### config.mk
export PLATFORM = sky130hd
export DESIGN_NAME = ucon_queue
export DESIGN_NICKNAME = d
export VERILOG_FILES = /design/src/sv/ucon_pkg.sv /design/src/sv/ucon_queue.sv
export SDC_FILE = /design/constraint.sdc
export NUM_CORES = 1
export LEC_CHECK = 0
export BUFFER_PORTS_ARGS = -buffer_cell sky130_fd_sc_hd__buf_2
export CAP_MARGIN = 40
export CORE_MARGIN = 4
export CORE_UTILIZATION = 25
export DETAILED_ROUTE_END_ITERATION = 16
export GPL_TIMING_DRIVEN = 0
export SLEW_MARGIN = 15
export SYNTH_ARGS = -nofsm -noshare
export SYNTH_HDL_FRONTEND = slang
export SYNTH_SLANG_ARGS = --single-unit
### constraint.sdc
create_clock -name i_clk -period 2.02 [get_ports i_clk]
set_input_delay 0.303 -clock i_clk [delete_from_list [all_inputs] [get_ports i_clk]]
set_output_delay 0.303 -clock i_clk [all_outputs]
set_load 0.02 [all_outputs]
### src/sv/ucon_pkg.sv
package ucon_pkg;

    typedef logic [2:0] t_kind;

    localparam t_kind K_NOP   = 3'd0;
    localparam t_kind K_CLEAR = 3'd1;
    localparam t_kind K_READ  = 3'd2;
    localparam t_kind K_PUT   = 3'd3;
    localparam t_kind K_NL    = 3'd4;
    localparam t_kind K_CR    = 3'd5;
    localparam t_kind K_BS    = 3'd6;

    localparam logic [1:0] OP_PUT   = 2'd0;
    localparam logic [1:0] OP_CLEAR = 2'd1;
    localparam logic [1:0] OP_READ  = 2'd2;

    localparam logic [6:0] CH_BS = 7'h08;
    localparam logic [6:0] CH_LF = 7'h0A;
    localparam logic [6:0] CH_CR = 7'h0D;
    localparam logic [6:0] CH_SP = 7'h20;
    localparam logic [6:0] CH_QM = 7'h3F;

    localparam logic [7:0] CONT_MASK  = 8'hC0;
    localparam logic [7:0] CONT_CODE  = 8'h80;
    localparam logic [7:0] LEAD2_MASK = 8'hE0;
    localparam logic [7:0] LEAD2_CODE = 8'hC0;
    localparam logic [7:0] LEAD3_MASK = 8'hF0;
    localparam logic [7:0] LEAD3_CODE = 8'hE0;
    localparam logic [7:0] LEAD4_MASK = 8'hF8;
    localparam logic [7:0] LEAD4_CODE = 8'hF0;
    localparam logic [7:0] ASCII_LIMIT = 8'h80;

    localparam logic [7:0]  ATTR_RESET  = 8'h0F;
    localparam logic [15:0] BLANK_RESET = 16'h0F20;

    typedef struct packed {
        t_kind       kind;
        logic [6:0]  ch;
        logic [10:0] idx;
    } t_cmd;

endpackage

### src/sv/ucon_queue.sv
module ucon_queue (
    input  logic           i_clk,
    input  logic           i_rst_n,
    input  logic           i_push,
    input  ucon_pkg::t_cmd i_cmd,
    output logic           o_full,
    output logic           o_valid,
    output ucon_pkg::t_cmd o_cmd,
    input  logic           i_pop
);

    ucon_pkg::t_cmd r_slot [2];
    logic           r_wp;
    logic           r_rp;
    logic [1:0]     r_cnt;
    logic           do_push;
    logic           do_pop;

    assign o_full  = (r_cnt == 2'd2);
    assign o_valid = (r_cnt != 2'd0);
    assign o_cmd   = r_slot[r_rp];
    assign do_push = i_push && !o_full;
    assign do_pop  = i_pop && o_valid;

    always_ff @(posedge i_clk) begin
        if (do_push) begin
            r_slot[r_wp] <= i_cmd;
        end
    end

    always_ff @(posedge i_clk) begin
        if (!i_rst_n) begin
            r_wp  <= 1'b0;
            r_rp  <= 1'b0;
            r_cnt <= 2'd0;
        end else begin
            if (do_push) begin
                r_wp <= !r_wp;
            end
            if (do_pop) begin
                r_rp <= !r_rp;
            end
            r_cnt <= r_cnt + 2'(do_push) - 2'(do_pop);
        end
    end

endmodule

---- Word-level counts from Yosys, hierarchy flattened ----
Memory sizes are Yosys's and may differ from the RTL's. A register that Yosys moved wholly into a read port is not among the register bits.
Index checks and enable logic that the tools add are counted.
storage, ports and cells
  register bits after elaboration ......... 4
  memory bits (writable) .................. 42
  input bits .............................. 25
  output and inout port bits .............. 23
  logic and storage cells ................. 17
  memories ................................ 1
cells by class
  $add $sub $neg .......................... 2
  equal/unequal tests ..................... 1
  muxes and demuxes ....................... 4
  reductions and logical operators ........ 6
memories
  name    words  bits a word  read ports  clocked after Yosys merged registers in  wr ports  line              source
  r_slot  2      21           1           1                                        1         ucon_queue.sv:12  ucon_pkg::t_cmd r_slot [2];
operators with widths
  cell                                         count
  2-to-1 mux 1 bit                             4
  logical NOT 1 bit                            3
  adder 2 x 1 -> 2 bit                         1
  equality test 2 bit (second input constant)  1
  logical AND 1 bit                            2
  nonzero test 2 bit                           1
  subtractor 2 x 1 -> 2 bit                    1

---- Logic depth before layout (Yosys ltp) ----
Gate-level depths: netlist (run 1).
  word-level depth ........................ 5
  depth in mapped cells ................... 8
  gate-level depth less buffers ........... 8

---- Worst setup path before layout (run 1) ----
OpenSTA, ideal clock, no wires.
  path kind ............................... reg-to-reg
  from .................................... reg r_cnt[0]
  to ...................................... mem r_slot[0][0] (netlist name) (enable)
  setup time .............................. 0.399 ns
  data arrival time ....................... 1.480 ns
  data required time ...................... 1.621 ns
  path slack .............................. 0.141 ns
  stages on the path, launching flop included .. 4
  buffers on the path ..................... 0
  period minus slack after synthesis ...... 1.879 ns
  cell sequence ........................... dfxtp_1 nand2b_1 nand2_1 nor2_1
on the way
  longest elaborated chain between the ends .. 5
RTL lines
  what                                    line              source
  start, declared                         ucon_queue.sv:15  logic [1:0] r_cnt;
  start signal, assigned                  ucon_queue.sv:43  r_cnt <= r_cnt + 2'(do_push) - 2'(do_pop);
  equality test 2 bit                     ucon_queue.sv:19  assign o_full = (r_cnt == 2'd2);
  logical NOT 1 bit                       ucon_queue.sv:22  assign do_push = i_push && !o_full;
  logical AND 1 bit                       ucon_queue.sv:22
  2-to-1 mux 1 bit                        ucon_queue.sv:26  if (do_push) begin
  2-to-1 mux 1 bit (implied by the code)  ucon_queue.sv:27  r_slot[r_wp] <= i_cmd;
  end, declared                           ucon_queue.sv:12
Every way passes these cells.

---- Worst setup path after layout (run 1) ----
  from .................................... reg r_cnt[0]
  to ...................................... mem r_slot[0][1] (netlist name) (enable)
Same word-level chain as after synthesis.

==> results_dict.tcl, run 1 <==
set metrics [dict create \
    status "finished, final reports clean" \
    worstSetupStartpoint "r_cnt[0]" \
    fmax_mhz 588.3 \
    routed_wl_um 2903 \
    path_clk_slew_ps 90 \
    htreeDepth 2 \
    synthCells 91 \
    reg2reg_from "r_cnt[0]" \
    final_hold_viol_count 0 \
    gp_congestion 0.6410 \
    p_leak_uw 0.0008710 \
    root_buffer "clkbuf_8" \
    port_buffers 47 \
    grt_start_max_net_pins 15 \
    cp_top_family "simple AND/OR/NAND/NOR gates" \
    cap_violations 0 \
    max_slew_margin_pct 57.31 \
    dp_hpwl_um 2190 \
    cts_sinks 47 \
    crit_chain "nand2b_1 > nand2_1 > nor2_2 > buf_8" \
    final_cell_area_mm2 0.002253 \
    postCtsResizedCells 0 \
    track_usage_pct 7.459 \
    post-route-period-util_pct 84.15 \
    grt_pass1_vias 1044 \
    vias 944 \
    vdd_drop_max_v 0.0004416 \
    cts_buffer_depth 2 \
    tightest_slew_ps 639.7 \
    postPlaceCellArea_mm2 0.002136 \
    fin_skew_ps 9.809 \
    setup_violations 0 \
    die_w_um 91.62 \
    ys_seq_area_share_pct 77.88 \
    area_growth_pct 28.92 \
    crit_required_ps 2020 \
    yosys_warnings 0 \
    worstPathMaxFanout 11 \
    top_layer "met4" \
    num_io_pins 48 \
    critical_path_buf_inv_count 1 \
    drive_gt1_share_pct 56.08 \
    final_core_util_pct 33.17 \
    avgSynthCellArea_um2 19.21 \
    cts_tree "done" \
    rsz0062_at_grt "no" \
    grt_pass1_wl_um 4885 \
    overflow 0 \
    cp_data_arrival_time_ps 1700 \
    cts-hold-fix-buffers 0 \
    min-delay-start "i_cmd[20]" \
    dr.pass1.iters 3 \
    die_area_mm2 0.008393 \
    start_util_pct 25.73 \
    clock_latency_ps 290 \
    cpPeakStageDelay_ps 520 \
    num_antenna_cells 0 \
    viasPerCell 3.869 \
    min_path_type "primary input to flop" \
    drc_errors 0 \
    syn_nets 118 \
    die_y_um 91.62 \
    final_antenna_net_count 0 \
    yosys_register_bits 47 \
    dr_wl_met3_um 243 \
    wl_met2_um 1436 \
    synth.distinct_cells 16 \
    core_mm2 0.006794 \
    wl_per_cell_um 11.90 \
    cellPowerDensity_mw_per_mm2 1232 \
    drtIter0Drc 23 \
    syn_area_mm2 0.001748 \
    finalMaxSlewViolations 0 \
    antenna_found_initial 0 \
    nNetsFinal 174 \
    crit_slowest_cell "nor2_2" \
    fin_ws_ps 320.1 \
    finalSetupTns_ps 0 \
    path_class "flop to flop" \
    period_minus_slack_ps 1700 \
    met1_length_um 1190 \
    numCtsBuffers 5 \
    crit_path_end_kind "flop" \
    placementRows 30 \
    startpoint_type "flop" \
    dp_slack_ps 306.7 \
    postCtsSetupBuffers 0 \
]
[cell usage after synthesis (all sizes together)]
| master | count | area share, % |
|---|---|---|
| and3 | 1 | 0.36 |
| o21a | 1 | 0.50 |
| xnor2 | 2 | 1.0 |
| mux2i | 1 | 0.57 |
| buf | 2 | 0.86 |
| ha | 2 | 1.4 |
| mux2 | 21 | 14 |
| inv | 3 | 0.64 |
| nor2 | 4 | 0.86 |
| edfxtp | 42 | 72 |
| or2 | 1 | 0.36 |
| and2 | 1 | 0.36 |
| nand2b | 2 | 0.72 |
| xor2 | 1 | 0.50 |
| nand2 | 2 | 0.43 |
| dfxtp | 5 | 5.7 |
[per-layer routing]
layer,global-route usage (%),vias up
met2,12.42,29
li1,-,451
met3,3.199,4
met1,8.216,460
met5,0,-
met4,3.392,0
[stage by stage]
| step | std cells | hold WS [ps] | power [uW] |
|---|---|---|---|
| final | 244 | 191.8 | 2777 |
| after CTS | 244 | 177.9 | 2832 |
| after global placement | 234 | 472.2 | 2107 |
| after global routing | 244 | 169.1 | 2947 |
| after floorplan | 91 | 401.9 | 1855 |
| after detailed placement | 236 | 494.1 | 2135 |
[cell type report]
| type | instances | area [um2] |
|---|---|---|
| inverter | 3 | 11.26 |
| buffer | 2 | 15.01 |
| clock inverter | 2 | 35.03 |
| sequential | 47 | 1361 |
| multi-input combinational | 39 | 362.8 |
| fill | 677 | 4541 |
| clock buffer | 6 | 82.58 |
| timing repair buffer | 49 | 265.3 |
| tap | 96 | 120.1 |
[logic make-up after synthesis]
kind of cell / Yosys count / synth area share (%)
flip-flops: 47 / 77.88
multiplexers: 22 / 14.10
AND/OR/NAND/NOR: 11 / 3.079
buffers and inverters: 5 / 1.503
XOR/XNOR: 3 / 1.503
adder cells (fa/ha/maj): 2 / 1.431
AO/OA/AOI/OAI: 1 / 0.5012
[flip-flops by register name, indices dropped and copies added (netlist names), named ones only]
signal / flops
r_cnt: 2
r_slot: 42
r_wp: 1
r_rp: 1
[cell usage in the layout (no fill, tap or decap), drive strengths merged]
| master | n |
|---|---|
| and2 | 1 |
| and3 | 1 |
| buf | 51 |
| bufinv | 1 |
| clkbuf | 6 |
| clkinv | 1 |
| dfxtp | 5 |
| edfxtp | 42 |
| ha | 2 |
| inv | 3 |
| mux2 | 21 |
| mux2i | 1 |
| nand2 | 2 |
| nand2b | 2 |
| nor2 | 4 |
| o21a | 1 |
| or2 | 1 |
| xnor2 | 2 |
| xor2 | 1 |
[final timing paths]
check                                     end  slack, ps  cells after the start
worst max-delay path             r_slot[0][1]        320                      4
worst min-delay path            r_slot[0][20]        190                      1
worst max register to register   r_slot[0][1]        320                      4
worst min register to register           r_wp        500                      2
[power by group]
| group | total [uW] | switching [uW] | leakage (uW) | internal [uW] |
|---|---|---|---|---|
| logic | 814 | 462 | 0.000376 | 352 |
| registers | 1270 | 49.1 | 0.000434 | 1220 |
| clock network | 689 | 289 | 0.0000612 | 400 |
| total | 2780 | 800 | 0.000871 | 1980 |
Note: power is estimated with default switching activity, not from simulation.
==> run 2, diff against run 1 <==
==> constraint.sdc (replaced) <==
create_clock -name i_clk -period 1.52 [get_ports i_clk]
set_input_delay 0.228 -clock i_clk [delete_from_list [all_inputs] [get_ports i_clk]]
set_output_delay 0.228 -clock i_clk [all_outputs]
set_load 0.02 [all_outputs]
==> results_dict.tcl, run 2 (synthesis gave the netlist of run 1 again) <==
set metrics [dict create \
    status "finished, violations left" \
    violations "setup timing" \
    postPlaceCellArea_mm2 0.002126 \
    core_mm2 0.006794 \
    numCtsBuffers 5 \
    rsz0062_at_grt "yes" \
    port_buffers 47 \
    dp_hpwl_um 2079 \
    period_minus_slack_ps 1544 \
    cts-hold-fix-buffers 0 \
    max_slew_margin_pct 74.35 \
    dr.pass1.iters 4 \
    gp_congestion 0.6306 \
    top_register "r_slot" \
    finalSetupTns_ps -179.1 \
    track_usage_pct 7.802 \
    area_growth_pct 48.25 \
    grt_pass1_vias 1039 \
    crit_required_ps 1290 \
    hold-worst-slack_ps 111.1 \
    cts_sinks 47 \
    cts_tree "done" \
    tightest_slew_ps 383.9 \
    post-route-period-util_pct 101.5 \
    regArea_mm2 0.001373 \
    clock_latency_ps 300 \
    fill_cells 640 \
    drive_gt1_share_pct 64.52 \
    finalMaxSlewViolations 0 \
    final_cell_mix "42 x edfxtp_1, 26 x buf_2, 20 x mux2_4, 20 x buf_6, 6 x buf_4" \
    drc_errors 0 \
    antenna_found_initial 0 \
    start_util_pct 25.73 \
    vias 987 \
    num_io_pins 48 \
    fin_skew_ps 5.106 \
    vdd_drop_max_v 0.0008476 \
    die_y_um 91.62 \
    p_leak_uw 0.001011 \
    cap_violations 0 \
    wl_per_cell_um 14.39 \
    die_w_um 91.62 \
    path_class "flop to primary output" \
    multiInputGateArea_um2 509.2 \
    p_total_uw 4245 \
    largest_register_ffs 42 \
    final_antenna_net_count 0 \
    path_clk_slew_ps 90 \
    fin_ws_ps -23.50 \
    overflow 0 \
    cp_data_arrival_time_ps 1320 \
    grt_start_max_net_pins 22 \
    die_area_mm2 0.008393 \
    cellPowerDensity_mw_per_mm2 1638 \
    final_common_cell "edfxtp_1" \
    grt_pass1_wl_um 4988 \
    routed_wl_um 3611 \
    worstPathMaxFanout 5 \
    startpoint_type "flop" \
    viasPerCell 3.932 \
    nNetsFinal 181 \
    drtIter0Drc 50 \
    fmax_mhz 647.9 \
    placementRows 30 \
    min_path_type "primary input to flop" \
    htreeDepth 2 \
    reg_top3 "r_slot: 42 flops, r_cnt: 2 flops" \
    num_antenna_cells 0 \
    root_buffer "clkbuf_8" \
    final_cell_area_mm2 0.002591 \
    crit_path_end_kind "primary output" \
    cts_buffer_depth 2 \
    final_hold_viol_count 0 \
    setup_violations 18 \
]
[run 2: path summary, 6_finish.rpt]
kind,start,endpoint,slack [ps],cells after the start
max reg2reg,r_cnt[0],r_cnt[1],10,8
max,flop,o_cmd[13],-20,3
min reg2reg,r_rp,flop,540,2
min,i_cmd[18],r_slot[1][18],110,1
[run 2: what timing repair did]
item / 4_1_cts / 5_1_grt
endpoints found under the setup margin: 57 / 42
resized for setup: 27 / 58
cloned: 1 / 2
setup buffers: 4 / 1
pin swaps: 4 / 6
[run 2: critical path, stage by stage, from the launching register on]
cell,delay [ps]
dfxtp_4,420
clkbuf_16,170
mux2_4,300
buf_6,130
[run 2: power by group]
group | internal [uW] | total [uW] | switching (uW)
combinational | 942 | 1720 | 774
clock | 329 | 771 | 441
sequential | 1650 | 1760 | 112
[run 2: per-stage QoR]
step	setup WS, ps	utilization (%)	instances
3_5_place_dp	-120.5	31.29	235
4_1_cts	-70.87	34.60	248
6_report	-23.50	38.14	251
5_1_grt	-65.01	38.14	251
3_3_place_gp	-312.7	31.07	234
2_1_floorplan	3.224	-	91
[run 2: final cells by class]
type	count	share of cell area [%]
plain buffers	2	1.159
clock buffers	5	2.656
inverters	3	0.4346
well taps	96	4.635
flip-flops and latches	47	52.97
multi-input cells	40	19.65
clock inverters	3	0.9174
repair buffers	55	17.58
[run 2: routing by layer]
layer / share of wire [%] / wire length [um] / track usage [%] / vias to the layer above
met5: 0 / 0 / 0 / -
met3: 8.1 / 291 / 3.774 / 7
li1: - / - / - / 467
met1: 43 / 1545 / 9.556 / 478
met4: 1.2 / 44 / 2.638 / 0
met2: 48 / 1730 / 11.99 / 35
==> run 3, diff against run 2 <==
==> constraint.sdc (replaced) <==
create_clock -name i_clk -period 1.8 [get_ports i_clk]
set_input_delay 0.27 -clock i_clk [delete_from_list [all_inputs] [get_ports i_clk]]
set_output_delay 0.27 -clock i_clk [all_outputs]
set_load 0.02 [all_outputs]
==> results_dict.tcl, run 3 (synthesis gave the netlist of run 1 again) <==
set metrics [dict create \
    dp_cells 236 \
    p_total_uw 3089 \
    placementRows 30 \
    fin_skew_ps 5.350 \
    rsz0062_at_grt "no" \
    numCtsBuffers 5 \
    final_cell_mix "47 x buf_2, 42 x edfxtp_1, 21 x mux2_2" \
    tightest_slew_ps 683.4 \
    status "finished, final reports clean" \
    final_hold_viol_count 0 \
    num_antenna_cells 0 \
    clock_latency_ps 300 \
    area_growth_pct 28.63 \
    gp_congestion 0.6234 \
    final_core_util_pct 33.09 \
    cellPowerDensity_mw_per_mm2 1374 \
    fin_cells 244 \
    max_slew_margin_pct 54.44 \
    overflow 0 \
    wl_per_cell_um 12.75 \
    drive_gt1_share_pct 56.08 \
    path_clk_slew_ps 90 \
    fmax_mhz 590.1 \
    min-delay-start "i_cmd[15]" \
    postCtsResizedCells 0 \
    cts_sinks 47 \
    finalMaxSlewViolations 0 \
    die_area_mm2 0.008393 \
    antenna_found_initial 0 \
    postCtsSetupBuffers 0 \
    post-route-period-util_pct 94.15 \
    reg_top3 "r_slot: 42 flops, r_cnt: 2 flops" \
    top_register "r_slot" \
    final_common_cell "buf_2" \
    grt_pass1_vias 1000 \
    core_mm2 0.006794 \
    vias 920 \
    nNetsFinal 174 \
    dp_hpwl_um 2216 \
    num_io_pins 48 \
    grt_start_max_net_pins 17 \
    final_antenna_net_count 0 \
    fill_cells 681 \
    drc_errors 0 \
    drtIter0Drc 26 \
    largest_register_ffs 42 \
    viasPerCell 3.770 \
    fin_ws_ps 105.4 \
    port_buffers 47 \
    cp_data_arrival_time_ps 1420 \
    crit_slowest_cell "dfxtp_1" \
    crit_required_ps 1530 \
    crit_path_end_kind "primary output" \
    cts-hold-fix-buffers 0 \
    path_class "flop to primary output" \
    cap_violations 0 \
    dp_slack_ps 101.4 \
    crit_chain "buf_4 > mux2_2 > buf_2" \
    cpPeakStageDelay_ps 380 \
    period_minus_slack_ps 1695 \
    reg2reg_from "r_cnt[0]" \
    p_leak_uw 0.0008667 \
    die_y_um 91.62 \
    die_w_um 91.62 \
    worstPathMaxFanout 10 \
    grt_pass1_wl_um 4864 \
    startpoint_type "flop" \
    cts_buffer_depth 2 \
    dr.pass1.iters 3 \
    routed_wl_um 3111 \
    start_util_pct 25.73 \
    setup_violations 0 \
    track_usage_pct 7.527 \
    htreeDepth 2 \
    cts_tree "done" \
    min_path_type "primary input to flop" \
    root_buffer "clkbuf_8" \
    vdd_drop_max_v 0.0006872 \
]
run 3: cell count changes in the layout (fill, tap and decap cells not counted), moves of 3 or more:
cell     previous run  this run
mux2_4             20         0
buf_6              20         1
buf_2              26        47
mux2_2              1        21
buf_8               4         1
dfxtp_4             3         0
dfxtp_1             2         5
buf_4               6         2
run 3: stage by stage:
| stage | setup TNS [ps] | hold slack, ps | instance area [um2] |
|---|---|---|---|
| 5_1_grt | 0 | 126.1 | 2248 |
| 3_5_place_dp | 0 | 461.1 | 2132 |
| 3_3_place_gp | -3022 | 457.5 | 2106 |
| 6_report | 0 | 152.6 | 2248 |
| 4_1_cts | 0 | 137.3 | 2243 |
| 2_1_floorplan | 0 | 368.9 | 1750 |
run 3: routing by layer:
layer  track usage (%)  share of wire, %
met5                 0                 0
met4             2.261                 0
met1             8.368                41
met3             3.774               9.3
met2             12.60                49
run 3: power by group:
part	switching (uW)	internal (uW)
combinational	524	395
sequential	56.4	1370
clock	375	366
total	955	2130
run 3: path summary, 6_finish.rpt:
path	endpoint	slack, ps	cells past startpoint
setup reg to reg	r_slot[1][13]	130	3
setup / recovery	o_cmd[16]	110	3
hold reg to reg	r_rp	530	2
hold / removal	r_slot[1][15]	150	1
run 3: layout make-up:
| type | count | area (um2) | share of cell area, % |
|---|---|---|---|
| multi-input combinational | 39 | 367.9 | 16.36 |
| tap | 96 | 120.1 | 5.342 |
| timing repair buffer | 49 | 261.5 | 11.63 |
| sequential | 47 | 1361 | 60.55 |
| clock inverter | 2 | 17.52 | 0.7791 |
| clock buffer | 6 | 93.84 | 4.174 |
| buffer | 2 | 15.01 | 0.6678 |
| inverter | 3 | 11.26 | 0.5008 |
run 3: critical path, delay by kind of cell, from the launching register on:
family	cells	cell delay [ps]
flip-flops	1	380
buffers and inverters	2	380
multiplexers	1	360
