File: src/sv/ucon_pkg.sv
package ucon_pkg;

    typedef logic [2:0] t_kind;

    localparam t_kind K_NOP   = 3'd0;
    localparam t_kind K_CLEAR = 3'd1;
    localparam t_kind K_READ  = 3'd2;
    localparam t_kind K_PUT   = 3'd3;
    localparam t_kind K_NL    = 3'd4;
    localparam t_kind K_CR    = 3'd5;
    localparam t_kind K_BS    = 3'd6;

    localparam logic [1:0] OP_PUT   = 2'd0;
    localparam logic [1:0] OP_CLEAR = 2'd1;
    localparam logic [1:0] OP_READ  = 2'd2;

    localparam logic [6:0] CH_BS = 7'h08;
    localparam logic [6:0] CH_LF = 7'h0A;
    localparam logic [6:0] CH_CR = 7'h0D;
    localparam logic [6:0] CH_SP = 7'h20;
    localparam logic [6:0] CH_QM = 7'h3F;

    localparam logic [7:0] CONT_MASK  = 8'hC0;
    localparam logic [7:0] CONT_CODE  = 8'h80;
    localparam logic [7:0] LEAD2_MASK = 8'hE0;
    localparam logic [7:0] LEAD2_CODE = 8'hC0;
    localparam logic [7:0] LEAD3_MASK = 8'hF0;
    localparam logic [7:0] LEAD3_CODE = 8'hE0;
    localparam logic [7:0] LEAD4_MASK = 8'hF8;
    localparam logic [7:0] LEAD4_CODE = 8'hF0;
    localparam logic [7:0] ASCII_LIMIT = 8'h80;

    localparam logic [7:0]  ATTR_RESET  = 8'h0F;
    localparam logic [15:0] BLANK_RESET = 16'h0F20;

    typedef struct packed {
        t_kind       kind;
        logic [6:0]  ch;
        logic [10:0] idx;
    } t_cmd;

endpackage

File: src/sv/ucon_front.sv
module ucon_front (
    input  logic              i_clk,
    input  logic              i_rst_n,
    input  logic              i_in_valid,
    output logic              o_in_ready,
    input  logic [1:0]        i_op,
    input  logic [7:0]        i_byte_in,
    input  logic [10:0]       i_cell_index,
    input  logic              i_init_busy,
    input  logic              i_q_full,
    output logic              o_push,
    output ucon_pkg::t_cmd    o_cmd
);

    logic [1:0]  r_pending;
    logic [20:0] r_accum;
    logic [1:0]  n_pending;
    logic [20:0] n_accum;
    logic        done;
    logic        accept;
    logic [6:0]  ch;

    assign o_in_ready = !i_q_full && !i_init_busy;
    assign accept     = i_in_valid && o_in_ready;
    assign o_push     = accept;

    always_comb begin
        n_pending = r_pending;
        n_accum   = r_accum;
        done      = 1'b0;
        if (r_pending == 2'd0) begin
            if (i_byte_in < ucon_pkg::ASCII_LIMIT) begin
                n_accum = 21'(i_byte_in);
                done    = 1'b1;
            end else if ((i_byte_in & ucon_pkg::LEAD2_MASK) == ucon_pkg::LEAD2_CODE) begin
                n_accum   = 21'(i_byte_in[4:0]);
                n_pending = 2'd1;
            end else if ((i_byte_in & ucon_pkg::LEAD3_MASK) == ucon_pkg::LEAD3_CODE) begin
                n_accum   = 21'(i_byte_in[3:0]);
                n_pending = 2'd2;
            end else if ((i_byte_in & ucon_pkg::LEAD4_MASK) == ucon_pkg::LEAD4_CODE) begin
                n_accum   = 21'(i_byte_in[2:0]);
                n_pending = 2'd3;
            end else begin
                n_accum = 21'(ucon_pkg::CH_QM);
                done    = 1'b1;
            end
        end else if ((i_byte_in & ucon_pkg::CONT_MASK) == ucon_pkg::CONT_CODE) begin
            n_accum   = {r_accum[14:0], i_byte_in[5:0]};
            n_pending = r_pending - 2'd1;
            done      = (n_pending == 2'd0);
        end else begin
            n_pending = 2'd0;
            n_accum   = 21'(ucon_pkg::CH_QM);
            done      = 1'b1;
        end
    end

    assign ch = (n_accum < 21'(ucon_pkg::ASCII_LIMIT)) ? n_accum[6:0] : ucon_pkg::CH_QM;

    always_comb begin
        o_cmd.ch  = ch;
        o_cmd.idx = i_cell_index;
        case (i_op)
            ucon_pkg::OP_PUT: begin
                if (!done) begin
                    o_cmd.kind = ucon_pkg::K_NOP;
                end else if (ch == ucon_pkg::CH_LF) begin
                    o_cmd.kind = ucon_pkg::K_NL;
                end else if (ch == ucon_pkg::CH_CR) begin
                    o_cmd.kind = ucon_pkg::K_CR;
                end else if (ch == ucon_pkg::CH_BS) begin
                    o_cmd.kind = ucon_pkg::K_BS;
                end else begin
                    o_cmd.kind = ucon_pkg::K_PUT;
                end
            end
            ucon_pkg::OP_CLEAR: o_cmd.kind = ucon_pkg::K_CLEAR;
            ucon_pkg::OP_READ:  o_cmd.kind = ucon_pkg::K_READ;
            default:            o_cmd.kind = ucon_pkg::K_NOP;
        endcase
    end

    always_ff @(posedge i_clk) begin
        if (!i_rst_n) begin
            r_pending <= 2'd0;
            r_accum   <= 21'd0;
        end else if (accept && i_op == ucon_pkg::OP_PUT) begin
            r_pending <= n_pending;
            r_accum   <= n_accum;
        end
    end

endmodule

File: config.mk
export PLATFORM = sky130hd
export DESIGN_NAME = ucon_front
export DESIGN_NICKNAME = d
export VERILOG_FILES = /design/src/sv/ucon_pkg.sv /design/src/sv/ucon_front.sv
export SDC_FILE = /design/constraint.sdc
export NUM_CORES = 1
export LEC_CHECK = 0
export BUFFER_PORTS_ARGS = -buffer_cell sky130_fd_sc_hd__buf_2
export CORE_MARGIN = 4
export CORE_UTILIZATION = 48
export CTS_CLUSTER_DIAMETER = 100
export DETAILED_ROUTE_END_ITERATION = 8
export PLACE_DENSITY = 0.79
export SYNTH_ARGS = -nofsm -noshare
export SYNTH_HDL_FRONTEND = slang
export SYNTH_SLANG_ARGS = --single-unit
File: constraint.sdc
create_clock -name i_clk -period 2.6 [get_ports i_clk]
set_input_delay 0.26 -clock i_clk [delete_from_list [all_inputs] [get_ports i_clk]]
set_output_delay 0.26 -clock i_clk [all_outputs]
set_load 0.05 [all_outputs]
== Word level (Yosys, flattened, before mapping) ==
Index checks and enable logic that the tools add are counted.
Operators by class
  eq/ne operators: 11
  order comparisons: 2
  reduce and logical (&&, ||, !) cells: 9
  $add $sub $neg: 1
  mux-type cells: 24
Operators with widths (count)
  21-bit two-way mux: 3
  7-bit by 4-bit equality test with 1-bit output, second input constant: 3
  21-bit by 8-bit less-than comparator with 1-bit output, second input constant: 1
  6-bit two-way mux: 3
  2-bit two-way mux: 6
  3-bit two-way mux: 4
  3-bit case mux with 3 select lines: 1
  8-bit less-than comparator, second input constant: 1
  7-bit two-way mux: 1
  2-bit zero test: 3
  1-bit two-way mux: 6
  5-bit equality test, second input constant: 1
  2-bit equality test, second input constant: 2
  4-bit equality test, second input constant: 1
  4-bit by 1-bit != test with 1-bit output, second input constant: 1
  3-bit equality test, second input constant: 1
  1-bit logical AND: 3
  3-bit AND reduction: 1
  2-bit by 1-bit equality test with 1-bit output, second input constant: 1
  1-bit zero test: 2
  2-bit != test, second input constant: 1
  2-bit by 1-bit subtractor with 2-bit output, second input constant: 1
Word-level totals
  input bits: 26
  output and inout port bits: 23
  word-level logic and storage cells: 49
  register bits after elaboration: 17

== Logic depth before layout (Yosys ltp) ==
Gate-level depths: netlist (run 1).
  word-level depth: 14
  depth in mapped cells: 8
  gate-level depth less buffers: 7

== Worst setup path after synthesis (run 1) ==
No wires, ideal clock.
  path kind: reg2out
  from: register r_pending[0]
  to: output o_cmd[18] (netlist bit)
  setup slack: -0.333 ns
  arrival time: 2.673 ns
  required time: 2.340 ns
  cell stages (with the launch flop): 8
  path buffers: 1
  path through: dfxtp_1 inv_1 ha_1 buf_2 nor2_2 a22oi_2 nor3b_2 a311oi_1
RTL lines
  from (decl): line ucon_front.sv:15  | logic [1:0] r_pending;
  from (signal assigned): line ucon_front.sv:89  | r_pending <= n_pending;
  to (decl): line ucon_front.sv:12  | output ucon_pkg::t_cmd o_cmd

==> out/results.ini, run 1 <==
[yosys]
synth_edf_count=0
yosys_register_bits=17
dominantRegCellSynth=dfxtp_1
synthArstFlopShare_pct=0
ys_types=44
synth-seq-area-share_pct=27.0
syn_nets=200
netlist_area_um2=1260
syn_avg_cell_area_um2=7.36
yosys_warnings=0
synth_cells=171

[finish]
diodes=0
fin_nets=217
layout.cells.non_filler=217
syn2layout_area_growth_pct=10.4
final_area_um2=1390
drive_gt1_share_pct=28.3

[power_and_ir_drop]
cellInternalPower_uw=364
power_frac_clock_pct=26.7
p_comb_share_pct=25.8
vdd_ir_drop_max_mv=0.278
p_leak_uw=0.000620
sequentialPowerShare_pct=47.5
p_per_area_nw_per_um2=401
switching_power_uw=193
switching_share_pct=34.6

[clocking]
clk_pin_slew_ns=0.11
cts_buffer_depth=2
ctsHoldBuffers=0
clkLatencyLatePin_ns=0.30
root_buffer=clkbuf_4
cts-buffers-inserted=3
h-tree-depth=1
cts_sinks=17
cts_tree=done

[detailed_routing]
via_per_inst=5.73
firstDrtPassIters=4
ant_nets=0
routed_wl_um=3030
drtIter0Drc=46
drc=0
wl_per_cell_um=14.0
num_vias=1244

[worst_setup_path]
startpoint_type=register
worstReg2RegStart=r_pending[1]
r2r_cells=8
arrival_ns=2.25
path_class=register to output port
reg2reg_to=r_accum[1]
cp.required_ns=2.34
r2r_slack_ns=1.04
endpoint_kind=output port
crit_path_max_fanout=4

[grt]
grt-ovfl-total=0
grt_util_all_layers_pct=18.6
antenna_found_initial=0
grt_pass1_vias=1197
grt_max_degree=19
grt_pass1_wl_um=5100

[job]
maxCapViolCount=0

[min_path]
min-delay-start=i_byte_in[1]
hp-class=primary input to register
whs_path_depth=3
min_to=r_accum[1]

[floorplanning]
dieHeight_um=59.2
coreArea_um2=2500
die_w_um=59.2
rows=18
io_pins=49
start_util_pct=50.4
die_area_um2=3510

[run_status]
status=finished, final reports clean

[sta]
fmax_mhz=399
fin_crit_sh_pct=96.5
worst_slew_pin_slew_ns=0.417
rsz0062_at_grt=false
setup_viol=0
fin_tns_setup_ns=0
hold_ws_ns=0.257
skew_ns=0.0118
report.final.hold_viol_count=0
slew_violations=0
period_minus_slack_ns=2.51
max-slew-margin-rel_pct=72.1

[placement]
place_area_um2=1320
place.detailed.hpwl_um=2290
place.gp.congestion=0.791
placed_cells=211
port_buffers=26

per-layer routing:
metal	up-vias	GRT usage (%)	wire length, um
met1	572	20.4	1260
met3	16	4.36	225
met4	0	8.74	67
met2	37	33.1	1480
li1	619	-	-
met5	-	0	0
flip-flops by register name, indices dropped and copies added, names as in the netlist:
register / cells
r_accum: 15
r_pending: 2
critical path, cell delays in order (launching register included):
cell,delay (ns)
dfxtp_2,0.36
inv_2,0.06
ha_4,0.17
or4b_4,0.53
o21ai_1,0.13
a21oi_1,0.06
nor3b_2,0.23
o2111a_1,0.24
buf_6,0.16
area by class of cell:
class                      instances  area, um^2
clock buffer                       3        22.5
clock inverter                     1        5.00
fill                             230        1110
inverter                           7        26.3
multi-input combinational        127         774
sequential                        17         343
tap                               30        37.5
timing repair buffer              32         181
cells in the final DEF, fill, tap and decap left out, drive strengths merged, types with 2 or more instances in the layout:
cell type	n
nor4	3
o21ai	12
buf	32
and3	3
nand3	10
nor3b	2
dfxtp	17
o211a	3
a311oi	2
ha	3
or2	3
nand2b	2
nor3	6
or4b	2
nor2b	3
clkbuf	3
inv	7
nor2	15
nand2	24
a21boi	10
a21oi	9
Yosys cell counts, types with 2 or more instances:
cell type | instances | share of area, %
nand2_1 | 24 | 7.2
dfxtp_1 | 17 | 27
nor2_1 | 14 | 4.2
buf_4 | 12 | 7.2
a21boi_0 | 10 | 6.0
nand3_1 | 10 | 4.0
o21ai_0 | 10 | 4.0
a21oi_1 | 9 | 3.6
inv_1 | 6 | 1.8
nor3_1 | 6 | 2.4
buf_2 | 5 | 2.0
ha_1 | 3 | 3.0
nor2b_1 | 3 | 1.5
nor4_1 | 3 | 1.5
o211a_1 | 3 | 2.4
or2_2 | 3 | 1.5
a311oi_1 | 2 | 1.4
and3_1 | 2 | 0.99
clkbuf_1 | 2 | 0.60
o21ai_1 | 2 | 0.80
or4b_1 | 2 | 1.6
worst max path at each step:
stage / endpoint / cells after the start / start
2_1_floorplan: o_cmd[18] / 7 / r_pending[0]
3_3_place_gp: o_cmd[20] / 8 / r_pending[0]
3_5_place_dp: o_cmd[20] / 8 / r_pending[0]
4_1_cts: o_cmd[20] / 8 / r_pending[0]
5_1_grt: o_cmd[20] / 8 / r_pending[1]
6_report: o_cmd[20] / 8 / r_pending[1]
power by group through the flow:
stage	Combinational, uW	Clock, uW	Sequential (uW)
finish	144	149	265
floorplan	148	0	270
global route	156	159	265
detailed placement	142	0	270
global placement	139	0	270
CTS	143	150	264
per-stage QoR:
step	worst slack, ns	total power [uW]	utilization [%]
finish	0.0915	557	55.6
global route	0.00835	580	55.6
CTS	0.0113	557	54.3
detailed placement	0.235	412	52.8
global placement	0.335	409	52.8
floorplan	-0.333	418	-
logic make-up after synthesis:
family	after synthesis	synth area share, %
flops	17	27.0
compound gates	43	23.2
fa+ha+maj	3	2.98
simple gates	79	32.4
mux	1	0.795
buf+inv	27	12.9
xor+xnor	1	0.696
repair_timing:
item                                    4_1_cts  5_1_grt
pin swaps                                     1        3
endpoints found under the setup margin        2        6
gates resized for setup                       4        7
gates cloned                                  0        0
setup buffers                                 0        2
No activity file was read; power rests on OpenSTA's default activity.
==> run 2: changes to the inputs <==
--- a/config.mk
+++ b/config.mk
@@ -7,8 +7,7 @@
 export LEC_CHECK = 0
-export BUFFER_PORTS_ARGS = -buffer_cell sky130_fd_sc_hd__buf_2
 export CORE_MARGIN = 4
-export CORE_UTILIZATION = 48
+export CORE_UTILIZATION = 50
 export CTS_CLUSTER_DIAMETER = 100
 export DETAILED_ROUTE_END_ITERATION = 8
-export PLACE_DENSITY = 0.79
+export DONT_BUFFER_PORTS = 1
 export SYNTH_ARGS = -nofsm -noshare
--- a/constraint.sdc
+++ b/constraint.sdc
@@ -3,2 +3,2 @@
 set_output_delay 0.26 -clock i_clk [all_outputs]
-set_load 0.05 [all_outputs]
+set_load 0.01 [all_outputs]
==> run 2 against run 1 <==
  * Clock-buffer cell count rose by 1
  * Via count fell by 9.9%
  * Total power decreased by 15%
  * Critical path depth down 1
  * Register-to-register slack improved by 0.05 ns
  * Die area shrank 3.5%
==> out/results.ini, run 2 (synthesized netlist as in run 1, its figures left out) <==
[worst_setup_path]
critPathBufInv=1  ; was 2
endpoint_kind=output port  ; unchanged
critPathMaxStageDelay_ns=0.56  ; was 0.53 ns
arrival_ns=2.23  ; was 2.25 ns
cp.required_ns=2.34  ; about the same
crit_path_max_fanout=12  ; was 4
path_cells=inv_1, ha_4, or4b_1, o21ai_1, a21oi_1, nor3b_2, o2111a_2  ; was inv_2, ha_4, or4b_4, o21ai_1, a21oi_1, nor3b_2, o2111a_1, buf_6
path_delay_family=simple AND/OR/NAND/NOR gates  ; unchanged
path_class=register to output port  ; unchanged
startpoint_type=register  ; unchanged
slowest_stage=or4b_1  ; was or4b_4

[floorplanning]
io_pins=49  ; unchanged
start_util_pct=54.8  ; was 50.4%
die_w_um=58.2  ; was 59.2 um
die_area_um2=3380  ; was 3510 um^2
rows=17  ; was 18
coreArea_um2=2300  ; was 2500 um^2
dieHeight_um=58.2  ; was 59.2 um

[detailed_routing]
via_per_inst=6.06  ; was 5.73
ant_nets=0  ; unchanged
firstDrtPassIters=4  ; unchanged
drtIter0Drc=35  ; was 46
routed_wl_um=2810  ; was 3030 um
drc=0  ; unchanged
num_vias=1121  ; was 1244
wl_per_cell_um=15.2  ; was 14.0 um

[clocking]
clkLatencyLatePin_ns=0.29  ; was 0.30 ns
clk_pin_slew_ns=0.10  ; was 0.11 ns
cts-buffers-inserted=3  ; unchanged
root_buffer=clkbuf_4  ; unchanged
cts_tree=done  ; unchanged
cts_sinks=17  ; unchanged
cts_buffer_depth=2  ; unchanged
h-tree-depth=1  ; unchanged
ctsHoldBuffers=0  ; unchanged

[sta]
period_minus_slack_ns=2.49  ; was 2.51 ns
report.final.hold_viol_count=0  ; unchanged
skew_ns=0.0119  ; was 0.0118 ns
max-slew-margin-rel_pct=60.8  ; was 72.1%
slew_violations=0  ; unchanged
fmax_mhz=401  ; was 399 MHz
fin_tns_setup_ns=0  ; unchanged
setup_viol=0  ; unchanged
worst_slew_pin_slew_ns=0.588  ; was 0.417 ns
fin_crit_sh_pct=95.8  ; was 96.5%
hold_ws_ns=0.0841  ; was 0.257 ns

[power_and_ir_drop]
switching_power_uw=121  ; was 193 uW
p_total_uw=472  ; was 557 uW
vdd_ir_drop_max_mv=0.365  ; was 0.278 mV
sequentialPowerShare_pct=56.0  ; was 47.5%
cellInternalPower_uw=351  ; was 364 uW
switching_share_pct=25.7  ; was 34.6%
p_per_area_nw_per_um2=389  ; was 401 nW/um^2
p_comb_share_pct=14.4  ; was 25.8%
power_frac_clock_pct=29.6  ; was 26.7%
p_leak_uw=0.000484  ; was 0.000620 uW

[placement]
place.detailed.hpwl_um=2090  ; was 2290 um
place_area_um2=1170  ; was 1320 um^2
place.gp.congestion=0.765  ; was 0.791
placed_cells=181  ; was 211
port_buffers=0  ; was 26

[grt]
grt_util_all_layers_pct=17.3  ; was 18.6%
grt_pass1_wl_um=4710  ; was 5100 um
antenna_found_initial=0  ; unchanged
grt_pass1_vias=1027  ; was 1197
grt_max_degree=19  ; unchanged
grt-ovfl-total=0  ; unchanged

[finish]
layout.cells.non_filler=185  ; was 217
regMostFlops=r_accum  ; unchanged
syn2layout_area_growth_pct=-3.58  ; was 10.4%
final_area_um2=1210  ; was 1390 um^2
diodes=0  ; unchanged
final_common_cell=nand2_1  ; was buf_2
largest_reg_flops=15  ; unchanged
drive_gt1_share_pct=12.1  ; was 28.3%
reg.largest.list=r_accum x15, r_pending x2  ; unchanged
fillCellCount=232  ; was 230
fin_nets=187  ; was 217
final_cell_mix=24 x nand2_1, 16 x dfxtp_1, 14 x nor2_1  ; was 25 x buf_2, 24 x nand2_1, 15 x dfxtp_1, 13 x nor2_1

[min_path]
hp-class=primary input to register  ; unchanged

[run_status]
status=finished, final reports clean  ; unchanged

[job]
maxCapViolCount=0  ; unchanged

run 2: final timing paths:
kind	start	to	slack (ns)	cells after the start
max	r_pending[1]	o_cmd[20]	0.11	7
min	i_rst_n	r_accum[6]	0.08	1
max reg2reg	r_pending[1]	r_pending[1]	1.09	7
min reg2reg	r_accum[10]	r_accum[10]	0.46	2
run 2: repair_timing:
action,4_1_cts,5_1_grt
pin swaps,0,2
gates resized for setup,1,4
setup endpoints to repair,1,2
gates cloned,0,0
buffers inserted,0,0
run 2: final cells by class:
type | count | area [um^2] | area share [%]
Multi-Input combinational cell | 127 | 769 | 63.4
Tap cell | 28 | 35.0 | 2.89
Clock buffer | 4 | 26.3 | 2.16
Timing Repair Buffer | 2 | 15.0 | 1.24
Sequential cell | 17 | 342 | 28.1
Inverter | 7 | 26.3 | 2.16
run 2: power groups by stage:
stage	Sequential, uW	Combinational, uW	Clock (uW)
3_3_place_gp	270	67.7	0
4_1_cts	264	68.0	148
3_5_place_dp	270	67.6	0
5_1_grt	265	75.2	159
6_report	264	68.0	140
2_1_floorplan	270	82.9	0
run 2: stage by stage:
| step | utilization (%) | setup WS (ns) |
|---|---|---|
| floorplan | - | 0.591 |
| global placement | 51.0 | 0.356 |
| detailed placement | 51.0 | 0.268 |
| CTS | 52.3 | 0.0456 |
| global route | 52.8 | -0.00446 |
| finish | 52.8 | 0.109 |
run 2: per-layer routing:
layer / routed length (um) / GRT usage (%) / vias up
met5: 0 / 0 / -
met4: 48 / 3.97 / 0
met3: 240 / 5.79 / 14
met2: 1230 / 28.1 / 37
met1: 1280 / 22.1 / 509
li1: - / - / 561
==> run 3: changes to the inputs <==
ABC_AREA = 1   (was default)
==> run 3 against run 2 <==
  * Clock skew is 0.0052 ns lower
  * Design area increased by 18%
  * Non-clock buffer count increased by 3
  * Worst setup slack improved by 0.12 ns
  * Routed wire length increased by 8.7%
  * Clock power fell by 3%
  * First-iteration DRC count grew to 2.6 times the previous value
  * Total power up 6.4%
  * Critical endpoint unchanged
==> out/results.ini, run 3 <==
[run_status]
status=finished, final reports clean  ; unchanged

[sta]
slew_violations=0  ; unchanged
fin_tns_setup_ns=0  ; unchanged
max-slew-margin-rel_pct=68.5  ; was 60.8%
report.final.hold_viol_count=0  ; unchanged
fmax_mhz=421  ; was 401 MHz
skew_ns=0.00666  ; was 0.0119 ns
setup_viol=0  ; unchanged
worst_slew_pin_slew_ns=0.472  ; was 0.588 ns
fin_crit_sh_pct=91.3  ; was 95.8%
rsz0062_at_grt=false
period_minus_slack_ns=2.37  ; was 2.49 ns

[finish]
largest_reg_flops=15  ; unchanged
regMostFlops=r_accum  ; unchanged
reg.largest.list=r_accum x15, r_pending x2  ; unchanged
drive_gt1_share_pct=25.3  ; was 12.1%
final_cell_mix=33 x inv_1, 33 x nand2_1, 17 x dfxtp_1, 13 x o21ai_0, 12 x a21oi_1  ; was 24 x nand2_1, 16 x dfxtp_1, 14 x nor2_1
syn2layout_area_growth_pct=1.06  ; was -3.58%
fillCellCount=286  ; was 232
layout.cells.non_filler=229  ; was 185
diodes=0  ; unchanged
fin_nets=228  ; was 187

[worst_setup_path]
endpoint_kind=output port  ; unchanged
startpoint_type=register  ; unchanged
path_class=register to output port  ; unchanged
crit_path_max_fanout=8  ; was 12
arrival_ns=2.11  ; was 2.23 ns
cp.required_ns=2.34  ; about the same

[floorplanning]
start_util_pct=51.9  ; was 54.8%
coreArea_um2=2730  ; was 2300 um^2
dieHeight_um=61.3  ; was 58.2 um
die_area_um2=3760  ; was 3380 um^2
rows=19  ; was 17
die_w_um=61.3  ; was 58.2 um
io_pins=49  ; unchanged

[clocking]
cts-buffers-inserted=3  ; unchanged
h-tree-depth=1  ; unchanged
cts_tree=done  ; unchanged
cts_buffer_depth=2  ; unchanged
root_buffer=clkbuf_4  ; unchanged
cts_sinks=17  ; unchanged
clk_pin_slew_ns=0.10  ; about the same
clkLatencyLatePin_ns=0.29  ; about the same

[detailed_routing]
drtIter0Drc=90  ; was 35
drc=0  ; unchanged
num_vias=1256  ; was 1121
firstDrtPassIters=5  ; was 4
ant_nets=0  ; unchanged
via_per_inst=5.48  ; was 6.06
wl_per_cell_um=13.3  ; was 15.2 um
routed_wl_um=3050  ; was 2810 um

[power_and_ir_drop]
vdd_ir_drop_max_mv=0.345  ; was 0.365 mV
p_total_uw=503  ; was 472 uW
p_per_area_nw_per_um2=350  ; was 389 nW/um^2
p_leak_uw=0.000706  ; was 0.000484 uW

[placement]
placed_cells=221  ; was 181
place.gp.congestion=0.820  ; was 0.765
place.detailed.hpwl_um=2450  ; was 2090 um
port_buffers=0  ; unchanged

[min_path]
hp-class=primary input to register  ; unchanged

[yosys]
yosys-top-cells-area=dfxtp_1 24%, inv_1 9.3%, nand2_1 9.0%  ; was dfxtp_1 27%, buf_4 7.2%, nand2_1 7.2%
netlist_top_cells_count=35 x inv_1, 34 x nand2_1, 17 x dfxtp_1, 13 x o21ai_0  ; was 24 x nand2_1, 17 x dfxtp_1, 14 x nor2_1, 12 x buf_4
synth_edf_count=0  ; unchanged
synth_cells=206  ; was 171
yosys_register_bits=17  ; unchanged
synthArstFlopShare_pct=0  ; unchanged
synth_most_common_cell=inv_1  ; was nand2_1
netlist_area_um2=1420  ; was 1260 um^2
ys_types=33  ; was 44
syn_avg_cell_area_um2=6.89  ; was 7.36 um^2
synth-seq-area-share_pct=24.0  ; was 27.0%
yosysTopAreaCellShare_pct=24.0  ; was 27.0%
yosys_warnings=0  ; unchanged
yosysTopAreaCell=dfxtp_1  ; unchanged
dominantRegCellSynth=dfxtp_1  ; unchanged
syn_nets=235  ; was 200

[grt]
grt_pass1_wl_um=4930  ; was 4710 um
grt-ovfl-total=0  ; unchanged
antenna_found_initial=0  ; unchanged
grt_util_all_layers_pct=17.2  ; was 17.3%
grt_max_degree=21  ; was 19
grt_pass1_vias=1184  ; was 1027

[job]
maxCapViolCount=0  ; unchanged

[run 3: cell count changes in the layout (fill, tap and decap cells not counted), sizes merged, moves of 4 or more]
cell,change
o211ai,+6
nand2,+16
a21boi,-10
nand3,+5
inv,+33
a211oi,+4
nor2,+5
[run 3: repair_timing]
action,in CTS,in global routing
gates resized for setup,1,6
gates cloned,0,0
pin swaps,0,3
setup endpoints to repair,3,3
buffers inserted,0,4
hold buffers,0,0
[run 3: metal layers]
layer	global-route usage (%)	vias up	wire length [um]
met3	1.68	10	152
met1	22.6	572	1370
met2	28.4	37	1470
met4	7.43	0	61
li1	-	637	-
met5	0	-	0
[run 3: report_power, final]
part	internal, uW	switching, uW	leakage (uW)
logic	32.4	66.5	0.000551
registers	265	2.84	0.000137
clock network	57.2	78.5	0.0000177
total	355	148	0.000706
[run 3: final timing paths]
| check | startpoint | cells after the start | slack, ns | end |
|---|---|---|---|---|
| max | r_pending[0] | 14 | 0.23 | o_cmd[20] |
| min reg2reg | r_accum[10] | 2 | 0.48 | r_accum[10] |
| min | i_rst_n | 2 | 0.1 | r_accum[12] |
| max reg2reg | r_pending[0] | 8 | 1.08 | r_accum[1] |
[run 3: worst max-delay path, cell delays in order (launching register included)]
cell     delay, ns
dfxtp_1       0.35
inv_2         0.11
ha_4          0.22
nor2_1        0.08
nand2_1       0.10
nand2_1       0.07
nor2_2        0.10
nand2_1       0.09
nor2_4        0.17
nand2_2       0.10
nor2_1        0.13
nand3_2       0.10
nand3_2       0.07
nand2_1       0.05
inv_1         0.09
[run 3: logic make-up (layout without fill, tap and decap cells)]
| group | count (synthesis) | after routing | synth area share (%) |
|---|---|---|---|
| AO/OA/AOI/OAI | 44 | 44 | 19.1 |
| adder cells (fa/ha/maj) | 3 | 3 | 2.64 |
| buffers and inverters | 58 | 50 | 19.8 |
| flip-flops | 17 | 17 | 24.0 |
| AND/OR/NAND/NOR | 84 | 84 | 34.5 |
[run 3: final cells by class]
type | instances | area [um^2] | share of cell area, %
repair buffers | 5 | 37.5 | 2.62
multi-input cells | 131 | 826 | 57.5
well taps | 31 | 38.8 | 2.70
clock inverters | 1 | 5.00 | 0.349
inverters | 41 | 165 | 11.5
clock buffers | 3 | 22.5 | 1.57
flip-flops and latches | 17 | 340 | 23.7
[run 3: metrics by stage]
stage / area (um^2) / hold WS [ns] / setup WS (ns) / utilization [%]
2_1_floorplan: 1420 / 0.398 / 0.624 / -
3_5_place_dp: 1350 / 0.407 / 0.252 / 49.4
4_1_cts: 1380 / 0.0913 / 0.0430 / 50.5
5_1_grt: 1440 / 0.0989 / 0.0204 / 52.5
3_3_place_gp: 1350 / 0.406 / 0.281 / 49.4
6_report: 1440 / 0.0968 / 0.226 / 52.5
